$ cat config.mk
export PLATFORM = sky130hd
export DESIGN_NAME = lbpr_window
export DESIGN_NICKNAME = d
export VERILOG_FILES = /design/src/rtl/lbpr_pkg.sv /design/src/rtl/lbpr_window.sv
export SDC_FILE = /design/constraint.sdc
export NUM_CORES = 1
export LEC_CHECK = 0
export CAP_MARGIN = 25
export CORE_ASPECT_RATIO = 1.5
export CORE_MARGIN = 3
export CORE_UTILIZATION = 50
export DETAILED_ROUTE_END_ITERATION = 16
export DONT_BUFFER_PORTS = 1
export PLACE_DENSITY = 0.63
export SLEW_MARGIN = 20
export SYNTH_ARGS = -nofsm -noshare
export SYNTH_HDL_FRONTEND = slang
export SYNTH_SLANG_ARGS = --single-unit
export TNS_END_PERCENT = 1
$ cat constraint.sdc
create_clock -name clk -period 5.1 [get_ports clk]
set_input_delay 0.255 -clock clk [delete_from_list [all_inputs] [get_ports clk]]
set_output_delay 0.255 -clock clk [all_outputs]
set_load 0.01 [all_outputs]
$ cat src/rtl/lbpr_pkg.sv
// ----------------------------------------------------------------------------
// lbpr_pkg
// Shared types and constants of the radius local binary pattern block.
// ----------------------------------------------------------------------------
package lbpr_pkg;

  localparam int PIXEL_W      = 16;
  localparam int CODE_W       = 8;
  localparam int CFG_INDEX_W  = 2;
  localparam int CFG_DATA_W   = 13;
  localparam int WIDTH_REG_W  = 11;
  localparam int HEIGHT_REG_W = 13;
  localparam int RADIUS_REG_W = 3;

  localparam logic [CFG_INDEX_W-1:0] CFG_IMAGE_WIDTH  = 2'd0;
  localparam logic [CFG_INDEX_W-1:0] CFG_IMAGE_HEIGHT = 2'd1;
  localparam logic [CFG_INDEX_W-1:0] CFG_RADIUS       = 2'd2;

  localparam int BIT_TOP          = 7;
  localparam int BIT_TOP_LEFT     = 6;
  localparam int BIT_LEFT         = 5;
  localparam int BIT_BOTTOM_LEFT  = 4;
  localparam int BIT_BOTTOM       = 3;
  localparam int BIT_BOTTOM_RIGHT = 2;
  localparam int BIT_RIGHT        = 1;
  localparam int BIT_TOP_RIGHT    = 0;

  typedef logic [PIXEL_W-1:0] pixel_t;
  typedef logic [CODE_W-1:0]  code_t;

  typedef struct packed {
    logic rd_en;
    logic commit;
  } ls_ctrl_t;

endpackage

$ cat src/rtl/lbpr_window.sv
// ----------------------------------------------------------------------------
// lbpr_window
// Short column histories of the top, middle and current rows and the eight
// neighbour compares that form the pattern code.
// ----------------------------------------------------------------------------
module lbpr_window
  import lbpr_pkg::*;
#(
  parameter int MAX_RADIUS = 4,
  localparam int SPAN_MAX = 2 * MAX_RADIUS,
  localparam int RAD_W    = $clog2(MAX_RADIUS + 1),
  localparam int SLOT_W   = $clog2(SPAN_MAX)
) (
  input  logic             clk,
  input  logic             shift,
  input  logic [RAD_W-1:0] radius,
  input  pixel_t           top_pixel,
  input  pixel_t           mid_pixel,
  input  pixel_t           cur_pixel,
  output code_t            code
);

  pixel_t            top_line [SPAN_MAX];
  pixel_t            mid_line [SPAN_MAX];
  pixel_t            cur_line [SPAN_MAX];
  logic [SLOT_W-1:0] near;
  logic [SLOT_W-1:0] far;
  pixel_t            centre;

  always_ff @(posedge clk) begin
    if (shift) begin
      top_line[0] <= top_pixel;
      mid_line[0] <= mid_pixel;
      cur_line[0] <= cur_pixel;
      for (int k = 1; k < SPAN_MAX; k++) begin
        top_line[k] <= top_line[k-1];
        mid_line[k] <= mid_line[k-1];
        cur_line[k] <= cur_line[k-1];
      end
    end
  end

  // entry k holds the column k+1 places to the left
  always_comb begin
    near   = SLOT_W'(32'(radius) - 32'd1);
    far    = SLOT_W'((32'(radius) << 1) - 32'd1);
    centre = mid_line[near];
    code   = '0;
    code[BIT_TOP]          = top_line[near] > centre;
    code[BIT_TOP_LEFT]     = top_line[far] > centre;
    code[BIT_LEFT]         = mid_line[far] > centre;
    code[BIT_BOTTOM_LEFT]  = cur_line[far] > centre;
    code[BIT_BOTTOM]       = cur_line[near] > centre;
    code[BIT_BOTTOM_RIGHT] = cur_pixel > centre;
    code[BIT_RIGHT]        = mid_pixel > centre;
    code[BIT_TOP_RIGHT]    = top_pixel > centre;
  end

endmodule

==> results of run 1 <==
power by group through the flow:
stage          Sequential [W]  Clock (W)  Combinational, W
2_1_floorplan         0.00383          0          0.000909
3_3_place_gp          0.00387          0           0.00120
3_5_place_dp          0.00388          0           0.00121
4_1_cts               0.00382    0.00287           0.00125
5_1_grt               0.00384    0.00300           0.00140
6_report              0.00382    0.00280           0.00126
cell families after synthesis:
logic type                 Yosys count
muxes                              192
AOI/OAI and AO/OA                   93
and+or+nand+nor                     96
buffers and inverters               49
DFF                                384
xor gates and xnor gates             1
adders and majority gates          129
registers in the layout, indices dropped and copies added, names as in the netlist:
register	flops
top_line	128
mid_line	128
cur_line	128
area by class of cell:
type | instances | area [um^2] | share of cell area, %
tap | 478 | 598 | 2.89
clock buffer | 48 | 1050 | 5.09
multi-input combinational | 511 | 6560 | 31.7
clock inverter | 18 | 166 | 0.805
inverter | 13 | 48.8 | 0.236
timing repair buffer | 74 | 721 | 3.49
sequential | 384 | 11500 | 55.8
critical path: stages:
cell,delay [ns]
sky130_fd_sc_hd__inv_1,0.19
sky130_fd_sc_hd__ha_4,0.19
sky130_fd_sc_hd__xor2_4,0.41
sky130_fd_sc_hd__buf_4,0.46
sky130_fd_sc_hd__mux4_1,0.60
sky130_fd_sc_hd__mux2_2,0.27
sky130_fd_sc_hd__ha_1,0.31
sky130_fd_sc_hd__nand4_1,0.20
sky130_fd_sc_hd__a2111oi_0,0.52
sky130_fd_sc_hd__a211oi_1,0.12
sky130_fd_sc_hd__a21oi_1,0.35
cells in the final DEF (no fill, tap or decap), drive strengths merged, types with 2 or more instances in the layout:
cell type / n
nor4: 9
o21ai: 10
buf: 26
mux2i: 17
nor2b: 7
nor2: 4
clkinv: 13
clkbuf: 48
a211oi: 4
nand4: 25
and3: 2
a21o: 4
a21oi: 52
and4: 3
mux2: 31
nand2: 25
or2: 4
dlygate4sd3: 48
a21boi: 2
ha: 129
a2111oi: 4
edfxtp: 384
a22o: 3
a221oi: 5
nand3: 16
o211ai: 7
inv: 14
bufinv: 3
mux4: 144
per-stage QoR:
step	cell area, um^2	setup WS, ns	utilization [%]	total power [W]	std cells
after floorplan	18400	1.15	-	0.00474	944
after detailed placement	18900	0.847	52.4	0.00509	1411
after global placement	18900	0.974	52.4	0.00508	1411
final	20700	0.885	57.2	0.00788	1526
after CTS	20600	0.857	57.1	0.00794	1525
after global routing	20700	0.607	57.2	0.00824	1526
layer usage:
metal / routed length [um] / part of all wire [%] / track usage (%) / vias to the layer above
met5: 0 / 0 / 0 / -
met4: 769 / 2.0 / 5.08 / 0
met3: 1870 / 4.9 / 3.91 / 46
met2: 19300 / 51 / 33.1 / 184
met1: 16100 / 42 / 27.7 / 4859
li1: - / - / - / 4220
how the worst max path moves through the flow:
stage	from	endpoint	slack [ns]
6_report	radius[0]	code[3]	0.88
2_1_floorplan	radius[0]	code[7]	1.15
5_1_grt	radius[0]	code[3]	0.61
3_3_place_gp	radius[0]	code[7]	0.97
4_1_cts	radius[0]	code[3]	0.86
3_5_place_dp	radius[0]	code[3]	0.85
==> impl_results.md, run 1 <==
* Status: finished, violations left
* Failing checks: hold timing
* First-pass GRT wire length at 59200 um
* CTS buffer count at 39
* DRC viols at 0
* Fraction of layout cells with a size suffix above 1 at 23.1%
* Fillers at 2776
* Classification of the worst-slack hold path: in2reg
* Number of global-route vias before repair at 9763
* Clk Tree Root Cell: sky130_fd_sc_hd__clkbuf_16
* Clk_lat worst skew at 0.54 ns
* Die boundary width at 163 um
* Post-DRT Antenna Nets at 0
* Cell area after synthesis at 18400 um^2
* Post-Route WL at 38000 um
* Number of placement rows at 85
* Synth Area in Compound Gates at 3.04%
* Combinational power share at 16.0%
* Leading register cell type out of synthesis: sky130_fd_sc_hd__edfxtp_1
* Gate count after technology mapping at 944
* Final TNS setup at 0 ns
* Path depth of the worst reg2reg path at 0
* Dominant cell by count in the synthesized netlist: sky130_fd_sc_hd__edfxtp_1
* Proportion of total power due to net switching at 24.6%
* Num ports at 61
* Actual slew at the worst max-slew pin at 0.770 ns
* CTS tree: done
* Total number of nets in the final design at 1205
* Fraction of post-synthesis cell area in the top cell type by area at 62.7%
* Proportion of synthesized area in mux cells at 20.8%
* Number of distinct library cells after synthesis at 36
* Average via count per standard cell at 6.10
* Gr ovfl total at 0
* Post-synth top area cell: sky130_fd_sc_hd__edfxtp_1
* Standard cell core area at 36200 um^2
* Reg clk slew, reported paths at 0.06 ns
* Portion of total power attributed to the clock network at 35.6%
* Number of clock sinks at 384
* Sequential element share of the synthesized area at 62.7%
* Wirelength per Cell at 24.9 um
* Final Hold Vio Count at 15
* Max-cap violation count at 0
* Startpoint of the most critical register-to-register path: top_line[3][13]$_DFFE_PP_
* Antenna violations before repair at 0
* Area share of and/or/nand/nor cells after synthesis at 2.79%
* Post-synthesis register bit count at 384
* Placer congestion estimate at 0.828
* Leakage at 7.32 nW
* Number of levels the H-tree was split into at 2
* Total setup buffers inserted after CTS at 0
* Worst rel slew slack at 48.7%
* Power per standard cell area at 381 nW/um^2
* Total nets after synthesis at 1126
* Async set or reset register ratio after synthesis at 0%
* Critical Path Fanout Max at 143
* Kind of critical path: in2out
* Switching Power at 0.00194 W
* Required arrival time at the worst endpoint at 4.85 ns
* Fmax at 237 MHz
* Synth Area in XOR/XNOR at 0.0884%
* Adder-cell area share of the yosys netlist at 8.77%
* Design internal power at 0.00594 W
* Largest cells by area after synthesis: sky130_fd_sc_hd__edfxtp_1 63%, sky130_fd_sc_hd__mux4_2 15%, sky130_fd_sc_hd__ha_1 8.8%
* Hold Path Stages at 0
* IR drop worst, VDD at 0.246 mV
* Arrival time at the worst endpoint at 3.96 ns
* Number of port buffers at 0
* Maximum clock insertion buffer count at 3
* Global-route usage over all layers at 20.0%
* CTS hold repair buffers at 48
* Fraction of the cycle the final worst path needs at 82.7%
* HPWL after detailed placement at 24300 um
* Die footprint at 39200 um^2
* Inserted Diodes at 0
* Reg-to-reg slack, setup at 4.35 ns
* Sequential share of power at 48.5%
* Leading cell types by count after synthesis: 384 x sky130_fd_sc_hd__edfxtp_1, 129 x sky130_fd_sc_hd__ha_1, 126 x sky130_fd_sc_hd__mux4_2, 52 x sky130_fd_sc_hd__a21oi_1, 31 x sky130_fd_sc_hd__mux2_2
* RSZ-0062 raised after global routing: false
* Max-slew violation total from the final report at 0
* Worst slack on hold paths at -0.0296 ns
* Combinational family with the most area after synthesis: multiplexers
* Count of final setup violators at 0
* Violation count after the first detailed-routing iteration at 821
* Vias post-DR at 9309
* Worst hold start: shift
* RR Endpoint: top_line[4][13]$_DFFE_PP_
* Starting Density at 50.9%
* Layout Skew at 0.0183 ns
* Gates resized, CTS repair at 0
* Avg Cell Area, Syn at 19.5 um^2
* Pin count of the biggest net entering global routing at 385
* Relative area change from synthesis to final layout at 12.4%
* Yosys warning count at 0
* Number of flops mapped to enable cells by yosys at 384
* Router iterations before antenna repair at 5
* Die height at 241 um
* CP Capture Type: output pin
* Post-route minimum period at 4.22 ns
* Type of element launching the critical path: input pin
* Hold path endpoint: mid_line[1][3]$_DFFE_PP_
No activity file was read; power rests on OpenSTA's default activity.
==> run 2: changes to the inputs <==
Clock period 5.1 ns to 4.2 ns, I/O delays scaled along.
==> run 2 against run 1 <==
  * The run still ends with hold timing left
  * Register-to-register slack lost 0.88 ns
  * Clock power grew 23%
  * Sequential power grew 21%
  * Non-clock buffer count grew 12
  * Critical path type unchanged
  * Largest cell class unchanged
==> impl_results.md, run 2 (synthesized netlist as in run 1, its figures left out) <==
* Die height at 241 um
* Fmax at 254 MHz
* Commonest cells after routing, fill and taps aside: 384 x sky130_fd_sc_hd__edfxtp_1, 128 x sky130_fd_sc_hd__ha_1, 126 x sky130_fd_sc_hd__mux4_2, 52 x sky130_fd_sc_hd__a21oi_1, 48 x sky130_fd_sc_hd__dlygate4sd3_1
* Die footprint at 39200 um^2
* Failing checks: hold timing
* Fraction of the cycle the final worst path needs at 93.9%
* Worst slack on hold paths at -0.183 ns
* HPWL after detailed placement at 24500 um
* Final WS setup at 0.255 ns
* Type of element launching the critical path: input pin
* Router iterations before antenna repair at 5
* Pin count of the biggest net entering global routing at 385
* Num ports at 61
* Starting Density at 50.9%
* Number of global-route vias before repair at 10000
* Total non-filler cell area in the finished layout at 20800 um^2
* Layout Skew at 0.0194 ns
* Hold Path Stages at 0
* Post-Route WL at 38700 um
* Worst hold start: shift
* Violation count after the first detailed-routing iteration at 726
* RR Endpoint: top_line[4][12]$_DFFE_PP_
* Count of final setup violators at 0
* M2 GR Usage at 33.8%
* Power per standard cell area at 464 nW/um^2
* Global-route usage over all layers at 20.2%
* Fraction of layout cells with a size suffix above 1 at 23.7%
* Clk_lat worst skew at 0.54 ns
* Number of port buffers at 0
* Average via count per standard cell at 6.23
* Gates resized, CTS repair at 0
* Maximum clock insertion buffer count at 3
* CTS hold repair buffers at 48
* Arrival time at the worst endpoint at 3.73 ns
* Clk Tree Root Cell: sky130_fd_sc_hd__clkbuf_16
* CTS buffer count at 38
* Hold path endpoint: cur_line[4][0]$_DFFE_PP_
* Placer congestion estimate at 0.812
* Global-route track usage on met1 at 27.4%
* Most common cell after layout, fill and taps aside: sky130_fd_sc_hd__edfxtp_1
* Gr ovfl total at 0
* Reg-to-reg slack, setup at 3.47 ns
* Top Registers: cur_line x128, mid_line x128, top_line x128
* Cell area after placement at 19100 um^2
* Total setup buffers inserted after CTS at 0
* Leakage at 7.38 nW
* Kind of critical path: in2out
* Max-cap violation count at 0
* Number of levels the H-tree was split into at 2
* Path depth of the worst reg2reg path at 0
* CTS tree: done
* Worst rel slew slack at 51.1%
* First-pass GRT wire length at 60200 um
* Standard cell core area at 36200 um^2
* Number of placement rows at 85
* Wirelength per Cell at 25.2 um
* Number of clock sinks at 384
* Final TNS setup at 0 ns
* Classification of the worst-slack hold path: in2reg
* IR drop worst, VDD at 0.324 mV
* Busiest layer in global routing: met2
* RSZ-0062 raised after global routing: false
* Startpoint of the most critical register-to-register path: top_line[3][12]$_DFFE_PP_
* Vias post-DR at 9579
* DRC viols at 0
* Antenna violations before repair at 0
* Setup Slack @ Placement at 0.375 ns
* CP Capture Type: output pin
* Max-slew violation total from the final report at 0
* Die boundary width at 163 um
* Required arrival time at the worst endpoint at 3.99 ns
* Inserted Diodes at 0
* Actual slew at the worst max-slew pin at 0.733 ns
* Status: finished, violations left
* Met3 track demand over resource in global routing at 3.62%
* Relative area change from synthesis to final layout at 13.0%
* Reg clk slew, reported paths at 0.06 ns
* Critical Path Fanout Max at 143
* Final Hold Vio Count at 83
* Post-route minimum period at 3.94 ns
* Final standard cell utilization of the core at 57.5%
* Total number of nets in the final design at 1216
* Post-DRT Antenna Nets at 0
run 2: changes by cell type in the layout (fill, tap and decap cells not counted), sizes merged:
cell      change
clkinvlp      +1
bufinv        +1
clkinv        -2
inv           -1
buf          +12
run 2: area by class of cell:
cell class / count / area [um^2]
Timing Repair Buffer: 86 / 816
Fill cell: 2761 / 15400
Clock inverter: 17 / 184
Clock buffer: 48 / 1050
Inverter: 13 / 48.8
Sequential cell: 384 / 11500
Multi-Input combinational cell: 511 / 6560
Tap cell: 478 / 598
run 2: metrics by stage:
step,hold WS (ns),total power [W],std cells
6_report,-0.183,0.00965,1537
2_1_floorplan,0.309,0.00575,944
3_3_place_gp,0.309,0.00624,1424
4_1_cts,-0.194,0.00977,1537
5_1_grt,-0.205,0.0101,1537
3_5_place_dp,0.309,0.00625,1424
run 2: worst max-delay path by stage:
stage,start,endpoint,depth (start not counted)
5_1_grt,radius[0],code[3],12
3_3_place_gp,radius[0],code[6],14
4_1_cts,radius[0],code[3],12
3_5_place_dp,radius[0],code[3],13
2_1_floorplan,radius[0],code[7],15
6_report,radius[0],code[6],14
run 2: routing by layer:
metal  up-vias  routed length, um
met3        61               1920
met4         0               1060
li1       4243                  -
met5         -                  0
met2       238              19600
met1      5037              16200
run 2: critical path: stages:
cell                       delay (ns)
sky130_fd_sc_hd__inv_1           0.25
sky130_fd_sc_hd__ha_4            0.20
sky130_fd_sc_hd__xor2_4          0.20
sky130_fd_sc_hd__buf_12          0.30
sky130_fd_sc_hd__mux4_2          0.35
sky130_fd_sc_hd__mux2i_1         0.27
sky130_fd_sc_hd__buf_4           0.26
sky130_fd_sc_hd__ha_1            0.17
sky130_fd_sc_hd__a21oi_1         0.06
sky130_fd_sc_hd__o21ai_0         0.39
sky130_fd_sc_hd__a221oi_1        0.16
sky130_fd_sc_hd__or2_2           0.30
sky130_fd_sc_hd__a21oi_1         0.28
sky130_fd_sc_hd__buf_4           0.18
run 2: report_power, final:
part / leakage (nW) / internal, W / switching, W
clock: 0.595 / 0.00201 / 0.00143
combinational: 3.02 / 0.000795 / 0.000774
sequential: 3.76 / 0.00450 / 0.000137
==> run 3: changes to the inputs <==
Settings changed: CTS_BUF_LIST set to sky130_fd_sc_hd__clkbuf_4 sky130_fd_sc_hd__clkbuf_8.
==> run 3 against run 2 <==
  * The run still ends with hold timing left
  * Flip-flop and latch count did not move
  * Clock power fell by 11%
  * Wire length rose by 1.1%
  * Worst hold slack got worse by 0.085 ns
  * Utilization fell by 0.23 points
  * Global-route usage rose by 0.21 points
  * Critical path type unchanged
==> impl_results.md, run 3 (synthesized netlist as in run 1, its figures left out) <==
* RSZ-0062 raised after global routing: false
* Area taken by flip-flops and latches at 11500 um^2
* Hold path endpoint: cur_line[4][0]$_DFFE_PP_
* Classification of the worst-slack hold path: in2reg
* Worst slack on hold paths at -0.268 ns
* Violation count after the first detailed-routing iteration at 786
* Router iterations before antenna repair at 5
* Status: finished, violations left
* Gates resized, CTS repair at 0
* RR Endpoint: top_line[4][12]$_DFFE_PP_
* Commonest cells after routing, fill and taps aside: 384 x sky130_fd_sc_hd__edfxtp_1, 128 x sky130_fd_sc_hd__ha_1, 126 x sky130_fd_sc_hd__mux4_2, 61 x sky130_fd_sc_hd__clkbuf_8, 52 x sky130_fd_sc_hd__a21oi_1
* Global-route track usage on met1 at 27.5%
* Number of clock sinks at 384
* Gr ovfl total at 0
* Clk_lat worst skew at 0.62 ns
* Wirelength per Cell at 24.8 um
* Number of levels the H-tree was split into at 2
* Hold Path Stages at 0
* Fraction of the cycle the final worst path needs at 91.9%
* Total number of nets in the final design at 1237
* Fmax at 259 MHz
* Fraction of layout cells with a size suffix above 1 at 26.6%
* Power per standard cell area at 449 nW/um^2
* Total setup buffers inserted after CTS at 0
* Antenna violations before repair at 1
* Num ports at 61
* Placer congestion estimate at 0.812
* Cell Chain, Critical Path: inv_1 -> ha_4 -> xor2_4 -> buf_12 -> mux4_2 -> mux2i_1 -> buf_4 -> ha_1 -> a21oi_1 -> o21ai_0 -> a221oi_1 -> or2_2 -> a21oi_1 -> buf_4
* Starting Density at 50.9%
* Combined area of the multi-input logic cells at 6560 um^2
* Busiest layer in global routing: met2
* Post-DRT Antenna Nets at 0
* CTS hold repair buffers at 48
* Arrival time at the worst endpoint at 3.65 ns
* Maximum clock insertion buffer count at 3
* Critical-path cell with the highest stage delay: sky130_fd_sc_hd__o21ai_0
* Die boundary width at 163 um
* Critical Path Fanout Max at 143
* Number of global-route vias before repair at 10300
* DRC viols at 0
* Count of final setup violators at 0
* Reg-to-reg slack, setup at 3.46 ns
* Global-route usage over all layers at 20.4%
* Required arrival time at the worst endpoint at 3.99 ns
* Reg clk slew, reported paths at 0.06 ns
* Die footprint at 39200 um^2
* Post-route minimum period at 3.86 ns
* Number of buffers and inverters on the critical path at 4
* Vias post-DR at 9656
* M2 GR Usage at 33.6%
* CTS tree: done
* Relative area change from synthesis to final layout at 12.5%
* Post-Route WL at 39200 um
* HPWL after detailed placement at 24500 um
* Worst rel slew slack at 33.5%
* Final TNS setup at 0 ns
* Kind of critical path: in2out
* Layout Skew at 0.0237 ns
* Max-slew violation total from the final report at 0
* Standard cell core area at 36200 um^2
* Clk Tree Root Cell: sky130_fd_sc_hd__clkbuf_8
* First-pass GRT wire length at 60900 um
* IR drop worst, VDD at 0.240 mV
* Path depth of the worst reg2reg path at 0
* Type of element launching the critical path: input pin
* Delay-heaviest family, CP: compound AO/OA/AOI/OAI gates
* Final standard cell utilization of the core at 57.3%
* Startpoint of the most critical register-to-register path: top_line[3][12]$_DFFE_PP_
* Actual slew at the worst max-slew pin at 0.997 ns
* Maximum single-stage delay on the critical path at 0.39 ns
* Pin count of the biggest net entering global routing at 385
* Top Registers: cur_line x128, mid_line x128, top_line x128
* CTS buffer count at 59
* Met3 track demand over resource in global routing at 4.28%
* Average via count per standard cell at 6.10
* Most common cell after layout, fill and taps aside: sky130_fd_sc_hd__edfxtp_1
* Number of port buffers at 0
* CP Capture Type: output pin
* Failing checks: hold timing
* Leakage at 7.40 nW
* Final Hold Vio Count at 81
* Max-cap violation count at 0
* Worst hold start: shift
* Die height at 241 um
* Fillers at 2773
* Number of placement rows at 85
[run 3: changes by cell type in the layout (fill, tap and decap cells not counted), moves of 2 or more]
cell / delta
sky130_fd_sc_hd__clkinvlp_4: -2
sky130_fd_sc_hd__clkbuf_4: +15
sky130_fd_sc_hd__clkinv_2: +13
sky130_fd_sc_hd__clkinv_1: +9
sky130_fd_sc_hd__clkbuf_8: +61
sky130_fd_sc_hd__bufinv_16: -2
sky130_fd_sc_hd__clkbuf_1: -7
sky130_fd_sc_hd__clkbuf_16: -41
[run 3: report_power, final]
group | internal (W) | switching [W] | total, W
combinational | 0.000795 | 0.000775 | 0.00157
sequential | 0.00450 | 0.000137 | 0.00464
clock | 0.00160 | 0.00148 | 0.00308
total | 0.00690 | 0.00239 | 0.00929
[run 3: final cells by class]
type                       instances  area share (%)
antenna                            1          0.0121
clock buffer                      76            4.60
clock inverter                    34           0.961
inverter                          13           0.236
multi-input combinational        511            31.7
sequential                       384            55.7
tap                              478            2.89
timing repair buffer              86            3.94
[run 3: worst max-delay path by stage]
stage,cells after the start,end,from
6_report,14,code[6],radius[0]
5_1_grt,13,code[3],radius[0]
4_1_cts,9,code[3],mid_line[5][15]$_DFFE_PP_
3_5_place_dp,13,code[3],radius[0]
3_3_place_gp,14,code[6],radius[0]
2_1_floorplan,15,code[7],radius[0]
[run 3: per-stage QoR]
stage,worst slack (ns),cell area [um^2],hold WS (ns),power [W],std cells
2_1_floorplan,0.341,18400,0.309,0.00575,944
3_3_place_gp,0.343,19100,0.309,0.00624,1424
3_5_place_dp,0.375,19100,0.309,0.00625,1424
4_1_cts,0.322,20700,-0.303,0.00942,1582
5_1_grt,0.133,20700,-0.315,0.00978,1583
6_report,0.342,20700,-0.268,0.00929,1583
[run 3: routing by layer]
layer  part of all wire (%)  wire length, um
met5                      0                0
met3                    5.6             2180
met4                    2.9             1130
met1                     41            16200
met2                     50            19700
